### src/hdl/wrlm_pkg.sv
// Shared types and constants for the word pattern line matcher.
// No dependencies; imported by word_regex_line_matcher_top.
`timescale 1ns / 1ps

package wrlm_pkg;

  // pattern geometry
  localparam int NUM_TOKENS = 8;
  localparam int CHAR_W     = 8;
  localparam int POS_W      = NUM_TOKENS + 1;
  localparam int CNT_W      = 4;
  localparam int CFG_DATA_W = NUM_TOKENS * CHAR_W;
  localparam int CFG_IDX_W  = 2;

  localparam logic [CHAR_W-1:0] SPACE_BYTE = 8'h20;

  // configuration register indexes
  localparam logic [CFG_IDX_W-1:0] CFG_TOKEN_CHARS = 2'd0;
  localparam logic [CFG_IDX_W-1:0] CFG_DOT_MASK    = 2'd1;
  localparam logic [CFG_IDX_W-1:0] CFG_STAR_MASK   = 2'd2;
  localparam logic [CFG_IDX_W-1:0] CFG_TOKEN_COUNT = 2'd3;

  // one input item
  typedef struct packed {
    logic [CHAR_W-1:0] text_byte;
    logic              end_of_line;
  } in_item_t;

  // one result item
  typedef struct packed {
    logic word_done;
    logic word_hit;
    logic line_done;
    logic line_hit;
  } out_item_t;

endpackage

### src/hdl/word_regex_line_matcher_top.sv
// Word pattern line matcher: input register, one pass of match logic, result register.
// Depends on wrlm_pkg for item types, register indexes and pattern sizes.
`timescale 1ns / 1ps

// Takes one line byte per item and returns one result item for every item.
// Spaces split words; each word is matched in full against up to eight
// literal or dot tokens, any of them starred, kept as a set of live pattern
// positions. An item is taken every cycle while results are taken; each item
// is held in the input register while the match logic forms its result, which
// is then written to the result register once that register is free. The
// position set update and star closure lie between those registers.
// Configuration writes land at once and must only be made while no item is
// in flight.
module word_regex_line_matcher_top
  import wrlm_pkg::*;
(
  input  logic                  clk,
  input  logic                  rst_n,
  input  logic                  in_valid,
  output logic                  in_ready,
  input  in_item_t              in_data,
  output logic                  out_valid,
  input  logic                  out_ready,
  output out_item_t             out_data,
  input  logic                  cfg_we,
  input  logic [CFG_IDX_W-1:0]  cfg_index,
  input  logic [CFG_DATA_W-1:0] cfg_wdata
);

  // configuration registers
  logic [CFG_DATA_W-1:0] token_chars_r;
  logic [NUM_TOKENS-1:0] dot_mask_r;
  logic [NUM_TOKENS-1:0] star_mask_r;
  logic [CNT_W-1:0]      token_count_r;

  // pipeline and match state
  logic                  in_valid_r;
  in_item_t              in_data_r;
  logic                  out_valid_r;
  out_item_t             out_data_r;
  out_item_t             out_data_nxt;
  logic [POS_W-1:0]      active_r;
  logic [POS_W-1:0]      active_nxt;
  logic                  inside_r;
  logic                  inside_nxt;
  logic                  line_hit_r;
  logic                  line_hit_nxt;

  logic                  stage_go;
  logic [CNT_W-1:0]      used_cnt;
  logic                  is_break;
  logic [POS_W-1:0]      end_set;
  logic                  word_match;
  logic [POS_W-1:0]      start_set;

  // mask of positions 0..n
  function automatic logic [POS_W-1:0] pos_mask(input logic [CNT_W-1:0] n);
    logic [POS_W-1:0] m;
    m = '0;
    for (int i = 0; i < POS_W; i++) begin
      m[i] = (CNT_W'(i) <= n);
    end
    return m;
  endfunction

  // add position k+1 for every live starred token k, chaining upward
  function automatic logic [POS_W-1:0] closure(input logic [POS_W-1:0] set,
                                               input logic [NUM_TOKENS-1:0] star,
                                               input logic [CNT_W-1:0] n);
    logic [POS_W-1:0] s;
    s = set;
    for (int k = 0; k < NUM_TOKENS; k++) begin
      if ((CNT_W'(k) < n) && s[k] && star[k]) begin
        s[k+1] = 1'b1;
      end
    end
    return s & pos_mask(n);
  endfunction

  // step the position set over one word byte
  function automatic logic [POS_W-1:0] step(input logic [POS_W-1:0] set,
                                            input logic [CHAR_W-1:0] c,
                                            input logic [CFG_DATA_W-1:0] chars,
                                            input logic [NUM_TOKENS-1:0] dots,
                                            input logic [NUM_TOKENS-1:0] star,
                                            input logic [CNT_W-1:0] n);
    logic [POS_W-1:0] nx;
    logic             acc;
    nx = '0;
    for (int k = 0; k < NUM_TOKENS; k++) begin
      acc = dots[k] || (chars[k*CHAR_W +: CHAR_W] == c);
      if ((CNT_W'(k) < n) && set[k] && acc) begin
        if (star[k]) begin
          nx[k] = 1'b1;
        end else begin
          nx[k+1] = 1'b1;
        end
      end
    end
    return closure(nx, star, n);
  endfunction

  // handshake: input register moves on when the result register is free
  assign stage_go  = in_valid_r && (!out_valid_r || out_ready);
  assign in_ready  = !in_valid_r || stage_go;
  assign out_valid = out_valid_r;
  assign out_data  = out_data_r;

  // token count saturates at the slot count
  assign used_cnt = (token_count_r > CNT_W'(NUM_TOKENS)) ? CNT_W'(NUM_TOKENS) : token_count_r;

  // match logic for the item in the input register
  always_comb begin
    is_break   = in_data_r.end_of_line || (in_data_r.text_byte == SPACE_BYTE);
    end_set    = closure(active_r, star_mask_r, used_cnt);
    word_match = end_set[used_cnt];
    start_set  = inside_r ? active_r : closure(POS_W'(1), star_mask_r, used_cnt);

    out_data_nxt = '0;
    active_nxt   = active_r;
    inside_nxt   = inside_r;
    line_hit_nxt = line_hit_r;

    if (is_break) begin
      if (inside_r) begin
        out_data_nxt.word_done = 1'b1;
        out_data_nxt.word_hit  = word_match;
        line_hit_nxt           = line_hit_r || word_match;
      end
      inside_nxt = 1'b0;
      active_nxt = '0;
      if (in_data_r.end_of_line) begin
        out_data_nxt.line_done = 1'b1;
        out_data_nxt.line_hit  = line_hit_r || (inside_r && word_match);
        line_hit_nxt           = 1'b0;
      end
    end else begin
      active_nxt = step(closure(start_set, star_mask_r, used_cnt), in_data_r.text_byte,
                        token_chars_r, dot_mask_r, star_mask_r, used_cnt);
      inside_nxt = 1'b1;
    end
  end

  // configuration writes
  always_ff @(posedge clk) begin
    if (!rst_n) begin
      token_chars_r <= '0;
      dot_mask_r    <= '0;
      star_mask_r   <= '0;
      token_count_r <= '0;
    end else if (cfg_we) begin
      case (cfg_index)
        CFG_TOKEN_CHARS: token_chars_r <= cfg_wdata;
        CFG_DOT_MASK:    dot_mask_r    <= cfg_wdata[NUM_TOKENS-1:0];
        CFG_STAR_MASK:   star_mask_r   <= cfg_wdata[NUM_TOKENS-1:0];
        CFG_TOKEN_COUNT: token_count_r <= cfg_wdata[CNT_W-1:0];
        default: ;
      endcase
    end
  end

  // input register
  always_ff @(posedge clk) begin
    if (!rst_n) begin
      in_valid_r <= 1'b0;
    end else if (in_ready) begin
      in_valid_r <= in_valid;
    end
  end

  always_ff @(posedge clk) begin
    if (in_valid && in_ready) begin
      in_data_r <= in_data;
    end
  end

  // result register and match state
  always_ff @(posedge clk) begin
    if (!rst_n) begin
      out_valid_r <= 1'b0;
      active_r    <= '0;
      inside_r    <= 1'b0;
      line_hit_r  <= 1'b0;
    end else begin
      if (stage_go) begin
        out_valid_r <= 1'b1;
        active_r    <= active_nxt;
        inside_r    <= inside_nxt;
        line_hit_r  <= line_hit_nxt;
      end else if (out_ready) begin
        out_valid_r <= 1'b0;
      end
    end
  end

  always_ff @(posedge clk) begin
    if (stage_go) begin
      out_data_r <= out_data_nxt;
    end
  end

endmodule

### config.mk
export PLATFORM = sky130hd
export DESIGN_NAME = word_regex_line_matcher_top
export DESIGN_NICKNAME = d
export VERILOG_FILES = /design/src/hdl/wrlm_pkg.sv /design/src/hdl/word_regex_line_matcher_top.sv
export SDC_FILE = /design/constraint.sdc
export NUM_CORES = 1
export LEC_CHECK = 0
export BUFFER_PORTS_ARGS = -buffer_cell sky130_fd_sc_hd__clkbuf_2
export CORE_MARGIN = 2
export CORE_UTILIZATION = 45
export DETAILED_ROUTE_END_ITERATION = 7
export HOLD_SLACK_MARGIN = 0.06
export PLACE_DENSITY = 0.68
export REMOVE_ABC_BUFFERS = 1
export SLEW_MARGIN = 20
export SYNTH_ARGS = -nofsm -noshare
export SYNTH_HDL_FRONTEND = slang
export SYNTH_SLANG_ARGS = --single-unit
### constraint.sdc
create_clock -name clk -period 2.2 [get_ports clk]
set_input_delay 0.44 -clock clk [delete_from_list [all_inputs] [get_ports clk]]
set_output_delay 0.44 -clock clk [all_outputs]
set_load 0.02 [all_outputs]
# == Word-level counts from Yosys, hierarchy flattened ==
# Cells that the tools add are included.
# totals
register_bits,110
output_inout_bits,6
elab_cells,239
# op_classes
order_cmp,19
eq_ne,12
mux,84
bitwise,4
n_reduce_logical,105
# op_table
op,count
1-bit logical AND,80
1-bit 2-to-1 mux,68
8-bit == test,8
9-bit bitwise AND,3
2-bit 2-to-1 mux,12
9-bit 2-to-1 mux,2
3-bit by 4-bit less-or-equal comparator with 1-bit output (first input constant),4
3-bit by 4-bit < comparator with 1-bit output (first input constant),4
1-bit logical OR,13
2-bit AND reduction,6
8-bit bitwise AND,1
8-bit by 6-bit == test with 1-bit output (second input constant),1
1-bit by 4-bit less-or-equal comparator with 1-bit output (first input constant),2
2-bit by 4-bit less-or-equal comparator with 1-bit output (first input constant),2
1-bit by 4-bit < comparator with 1-bit output (first input constant),2
2-bit by 4-bit < comparator with 1-bit output (first input constant),2
4-bit by 5-bit < comparator with 1-bit output (second input constant),1
1-bit binary-select mux with 4-bit select,1
2-bit == test (second input constant),2
4-bit greater-than comparator (second input constant),1
4-bit less-or-equal comparator (first input constant),1
4-bit 2-to-1 mux,1
2-bit nonzero test,2
3-bit AND reduction,1
other kinds (3),4

# == Logic depth before layout (Yosys ltp) ==
# logic_depth
word_depth,95
mapped_depth,9

# == Worst setup path after synthesis ==
# OpenSTA, ideal clock, no wires.
# synth_timing
kind,reg-to-reg
startpoint,reg token_count_r[3]
endpoint,"reg out_data_r, in the netlist out_data[0], data pin"
setup_ns,0.264
t_arrival_ns,1.866
required_time_ns,1.936
slack_ns,0.069
stages_incl_launch_ff,9
n_path_buf,1
synth_period_minus_slack_ns,2.131
cell_sequence,dfxtp_1 -> buf_6 -> or3_4 -> a31oi_4 -> o31ai_1 -> a21bo_1 -> a32o_1 -> a311oi_2 -> o21ai_1
# synth_between
elab_chain_len,32
word_cells_on_any_way,48
cone_classes,order compare (18); mux (11); bitwise (1); reduce/logical (18)
# synth_rtl
item,line_no,source
from (decl),word_regex_line_matcher_top.sv:34,logic [CNT_W-1:0] token_count_r;
from (signal assigned),word_regex_line_matcher_top.sv:156,CFG_TOKEN_COUNT: token_count_r <= cfg_wdata[CNT_W-1:0];
4-bit greater-than comparator,word_regex_line_matcher_top.sv:110,assign used_cnt = (token_count_r > CNT_W'(NUM_TOKENS)) ? CNT_W'(NUM_TOKENS) : token_count_r;
4-bit 2-to-1 mux *,word_regex_line_matcher_top.sv:110,
1-bit by 4-bit < comparator with 1-bit output,word_regex_line_matcher_top.sv:73,if ((CNT_W'(k) < n) && s[k] && star[k]) begin
1-bit logical AND (2 in a row),word_regex_line_matcher_top.sv:73,
1-bit 2-to-1 mux,word_regex_line_matcher_top.sv:73,
1-bit logical AND (2 in a row),word_regex_line_matcher_top.sv:73,
1-bit 2-to-1 mux,word_regex_line_matcher_top.sv:73,
1-bit logical AND (2 in a row),word_regex_line_matcher_top.sv:73,
(+12 left out),-,
1-bit 2-to-1 mux,word_regex_line_matcher_top.sv:73,
1-bit logical AND (2 in a row),word_regex_line_matcher_top.sv:73,
1-bit 2-to-1 mux,word_regex_line_matcher_top.sv:73,
9-bit bitwise AND,word_regex_line_matcher_top.sv:77,return s & pos_mask(n);
1-bit binary-select mux with 4-bit select *,word_regex_line_matcher_top.sv:116,word_match = end_set[used_cnt];
1-bit 2-to-1 mux (not written as such) *,word_regex_line_matcher_top.sv:116,
1-bit logical AND *,word_regex_line_matcher_top.sv:134,out_data_nxt.line_hit = line_hit_r || (inside_r && word_match);
1-bit logical OR *,word_regex_line_matcher_top.sv:134,
to (signal assigned),word_regex_line_matcher_top.sv:198,out_data_r <= out_data_nxt;
to (decl),word_regex_line_matcher_top.sv:40,out_item_t out_data_r;
# Mark *: on every way between the ends. The rest lies on a longest branch, timed or not. The select of a mux whose other input is x is not followed.
# A chain may end at the register's enable or synchronous reset.

# == Worst setup path in the final report ==
# layout_timing
startpoint,reg in_data_r[6] in the netlist's numbering
endpoint,reg active_r[8]
# layout_between
elab_chain_len,39
word_cells_on_any_way,77
cone_classes,eq/ne (9); mux (34); bitwise (1); reduce/logical (33)
# layout_rtl
item,line_no,source
from (decl),word_regex_line_matcher_top.sv:38,in_item_t in_data_r;
from (signal assigned),word_regex_line_matcher_top.sv:173,in_data_r <= in_data;
8-bit == test,word_regex_line_matcher_top.sv:91,acc = dots[k] || (chars[k*CHAR_W +: CHAR_W] == c);
1-bit logical OR,word_regex_line_matcher_top.sv:91,
1-bit logical AND,word_regex_line_matcher_top.sv:92,if ((CNT_W'(k) < n) && set[k] && acc) begin
2-bit 2-to-1 mux,word_regex_line_matcher_top.sv:92,
2-bit 2-to-1 mux,word_regex_line_matcher_top.sv:124,if (is_break) begin
1-bit 2-to-1 mux or 1-bit logical AND (tied branches),"word_regex_line_matcher_top.sv:93, word_regex_line_matcher_top.sv:73",
2-bit 2-to-1 mux or 1-bit logical AND (tied branches),"word_regex_line_matcher_top.sv:92, word_regex_line_matcher_top.sv:73",
1-bit 2-to-1 mux,word_regex_line_matcher_top.sv:73,
(+21 left out),-,
1-bit logical AND (2 in a row),word_regex_line_matcher_top.sv:73,
1-bit 2-to-1 mux,word_regex_line_matcher_top.sv:73,
1-bit 2-to-1 mux,word_regex_line_matcher_top.sv:124,
1-bit logical AND (2 in a row),word_regex_line_matcher_top.sv:73,
1-bit 2-to-1 mux,word_regex_line_matcher_top.sv:73,
1-bit 2-to-1 mux,word_regex_line_matcher_top.sv:124,
9-bit bitwise AND,word_regex_line_matcher_top.sv:77,
9-bit 2-to-1 mux *,word_regex_line_matcher_top.sv:124,
to (signal assigned),word_regex_line_matcher_top.sv:187,active_r <= active_nxt;
to (decl),word_regex_line_matcher_top.sv:42,logic [POS_W-1:0] active_r;
# Marks and branches as above.

==> PnR_summary.wiki <==
{| class="wikitable"
! Metric !! Value
|-
| Run status || finished, violations left
|-
| Violated checks || negative setup slack
|-
| Critical Path Sink Type || flop
|-
| Final hold slack || 0.256 ns
|-
| Top fanout value on the critical path || 8
|-
| VDD IR-drop max || roughly 0.38 mV
|-
| Number of DRC violations after detailed-routing iteration 0 || 326
|-
| Commonest cells in the netlist || sky130_fd_sc_hd__nand2_1, sky130_fd_sc_hd__dfxtp_1, sky130_fd_sc_hd__a21oi_1
|-
| Max incr delay on CP || 0.42 ns
|-
| Final GP Congestion || 0.862
|-
| Power per unit of standard cell area || roughly 600 nW/um^2
|-
| Post-layout minimum cycle time || 2.24 ns
|-
| Max capacitance violation total || 0
|-
| Slowest cell on the critical path || sky130_fd_sc_hd__edfxtp_1
|-
| Kind of critical path || reg -> reg
|-
| Fraction of final layout cells sized beyond drive strength 1 || 26.6%
|-
| Initial antenna violation count || 0
|-
| Final slew viol count || 0
|-
| Total GRT Usage || 23.2%
|-
| Global-route wire length before repair || 24.3 mm
|-
| Number of endpoints with negative hold slack in the final report || 0
|-
| Cells after synthesis || 665
|-
| Clock latency at the later pin of the worst-skew pair || 0.36 ns
|-
| Unique masters post-synth || between 70 and 80
|-
| Post-synth EDFFs || 13
|-
| Dominant cell by count in the synthesized netlist || sky130_fd_sc_hd__nand2_1
|-
| Sequential-to-total area share from yosys stat || between 40% and 50%
|-
| Setup repair after global routing missed its margin || true
|-
| Syn Std Cell Area || approximately 5600 sq um
|-
| Starting utilization of the core area || 46.3%
|-
| Headroom to the max-slew limit || 56.6%
|-
| Root Buffer Master || sky130_fd_sc_hd__clkbuf_16
|-
| Overflow left after global routing || 0
|-
| Die Y || 115 um
|-
| Pleak || ~0.003 uW
|-
| Post-synthesis register bit count || between 100 and 150
|-
| Worst setup SP type || flop
|-
| Period Utilization, post-route || 102%
|-
| Most instantiated flip-flop cell in the synthesis netlist || sky130_fd_sc_hd__dfxtp_1
|-
| Cell breakdown of the critical path || buf_4, xor2_1, nor4_1, a41o_1, a31oi_2, a311oi_4, o21ai_1, a31oi_1
|-
| Number of optimization iterations in the first detailed-route pass || 4
|-
| Clock edge transition at the registers on the reported setup and hold paths || about 0.07 ns
|-
| Number of buffers created by CTS || 9
|-
| Post-synth top area share || a little over a third
|-
| Final Routed Wirelength || 15.2 mm
|-
| Average detailed-routed wire length per instance || 15.9 um
|-
| Area of the core || 12100 sq um
|-
| Buffer and inverter count on the worst path || 1
|-
| Number of endpoints failing setup at the final stage || 1
|-
| Area contributors post-synth || sky130_fd_sc_hd__dfxtp_1, sky130_fd_sc_hd__nand2_1, sky130_fd_sc_hd__xor2_1
|-
| Detailed-route via count || between 5000 and 6000
|-
| Via-to-Cell Ratio || around 5.4
|-
| Placed instance area || 6480 sq um
|-
| Highest clock frequency the design can meet || 447 MHz
|-
| Pin count of the biggest net entering global routing || 65
|-
| Antenna viol nets, final || 0
|-
| Final design area excluding fillers || 6990 sq um
|-
| Type of the worst min-delay path || in -> reg
|-
| Arrival time at the worst endpoint || 2.52 ns
|-
| Clock sink count || 110
|-
| Share of flip-flops with an asynchronous set or reset after synthesis || 0%
|-
| Cell Rows || 40
|-
| Sum of net half-perimeters after detailed placement || 11.0 mm
|-
| # IOs || 86
|-
| Total instance count after detailed placement || 929
|-
| Maximum clock path buffer count || 2
|-
| Top delay family on crit path || compound AO/OA/AOI/OAI gates
|-
| Final antenna diode count || 0
|-
| Least setup slack across all paths after layout || -0.0384 ns
|-
| Relative area change from synthesis to final layout || 25.0%
|-
| Clock tree from TritonCTS || built
|-
| Count of H-tree levels built during CTS || 3
|-
| Die ar. || 13300 sq um
|-
| Buffers added on ports || 85
|-
| Final clock skew || 0.00905 ns
|-
| Synth Area per Inst || 8.40 sq um
|-
| Number of remaining DRC errors || 0
|-
| Count of nets after finishing || 862
|-
| Critical path required time || 2.48 ns
|-
| Number of standard cells in the final layout excluding fillers || around 960
|-
| Die width || around 120 um
|-
| Library cell occupying the most area in the post-synthesis netlist || sky130_fd_sc_hd__dfxtp_1
|-
| Warning count from the yosys run || 0
|-
| Slew at the pin closest to its max-slew limit || about 0.65 ns
|-
| Post-route setup TNS || -0.0384 ns
|-
| Via count of the first global-routing pass || 4985
|}
worst paths after layout:
path,start,endpoint,slack (ns),cells past startpoint
worst max-delay path,in_data_r[6],active_r[8],-0.04,8
worst max register to register,in_data_r[6],active_r[8],-0.04,8
worst min-delay path,in_data[2],in_data_r[2],0.26,1
worst min register to register,token_chars_r[62],token_chars_r[62],0.47,2
layout by cell type, fill, tap and decap left out, types with 5 or more instances in the layout:
cell                        Yosys  layout
sky130_fd_sc_hd__mux2i_1       20      20
sky130_fd_sc_hd__clkbuf_2       0      85
sky130_fd_sc_hd__a21oi_1       87      86
sky130_fd_sc_hd__xnor2_1       10      10
sky130_fd_sc_hd__nand2_1      156     154
sky130_fd_sc_hd__o21ai_1        5       9
sky130_fd_sc_hd__a31oi_1        7       5
sky130_fd_sc_hd__edfxtp_1      13      13
sky130_fd_sc_hd__dfxtp_1       97      94
sky130_fd_sc_hd__xor2_1        54      53
sky130_fd_sc_hd__clkbuf_16      0       9
sky130_fd_sc_hd__nand3_1        8       8
sky130_fd_sc_hd__and2_1         7       7
sky130_fd_sc_hd__nor4_1        12      10
sky130_fd_sc_hd__buf_6          5       5
sky130_fd_sc_hd__buf_4          3      60
sky130_fd_sc_hd__nor2_1        37      37
registers in the layout, summed over array words and instances (netlist names), 4 cells and up:
register and cells:
token_count_r 4, active_r 9, star_mask_r 8, out_data 4, token_chars_r 64, in_data_r 9
dot_mask_r 8
power by group:
| group | switching (uW) | total [uW] | internal, uW |
|---|---|---|---|
| Sequential | 53.6 | 2150 | 2100 |
| Combinational | 295 | 536 | 241 |
| Clock | 775 | 1580 | 809 |
| Total | 1120 | 4270 | 3150 |
per-layer routing:
layer | GRT usage [%] | part of all wire, % | up-vias
met2 | 37.9 | 49 | 155
met5 | 0 | 0 | -
met1 | 29.8 | 43 | 2417
met3 | 5.13 | 5.4 | 22
met4 | 9.48 | 2.0 | 0
li1 | - | - | 2542
worst register-to-register path, stage by stage (launching register included):
cell	delay (ns)
sky130_fd_sc_hd__edfxtp_1	0.42
sky130_fd_sc_hd__buf_4	0.22
sky130_fd_sc_hd__xor2_1	0.16
sky130_fd_sc_hd__nor4_1	0.30
sky130_fd_sc_hd__a41o_1	0.31
sky130_fd_sc_hd__a31oi_2	0.16
sky130_fd_sc_hd__a311oi_4	0.32
sky130_fd_sc_hd__o21ai_1	0.11
sky130_fd_sc_hd__a31oi_1	0.16
metrics by stage:
step / total power (uW) / utilization [%] / setup slack, ns
3_3_place_gp: 2700 / 53.7 / -0.0487
3_5_place_dp: 2710 / 53.7 / -0.0507
2_1_floorplan: 2450 / - / -2.05
6_report: 4270 / 57.9 / -0.0384
4_1_cts: 4280 / 56.2 / -0.0357
5_1_grt: 4430 / 57.9 / -0.112
cell type report:
type,count,area (sq um)
inverter,6,22.5
clock inverter,6,43.8
tap,168,210
sequential,110,2340
timing repair buffer,154,1010
clock buffer,10,239
multi-input combinational,501,3120
fill,1095,5070
cell families after synthesis:
logic type | Yosys count | synth area share [%]
AO/OA/AOI/OAI | 163 | 19.5
XOR/XNOR | 64 | 10.0
buffers and inverters | 54 | 4.72
flip-flops | 110 | 41.7
multiplexers | 21 | 3.78
AND/OR/NAND/NOR | 253 | 20.3
timing repair:
item	CTS	global route
hold buffers	0	0
resized for setup	2	32
setup endpoints to repair	4	10
setup buffers	1	9
pin swaps	1	25
(Power assumes the default switching activity.)
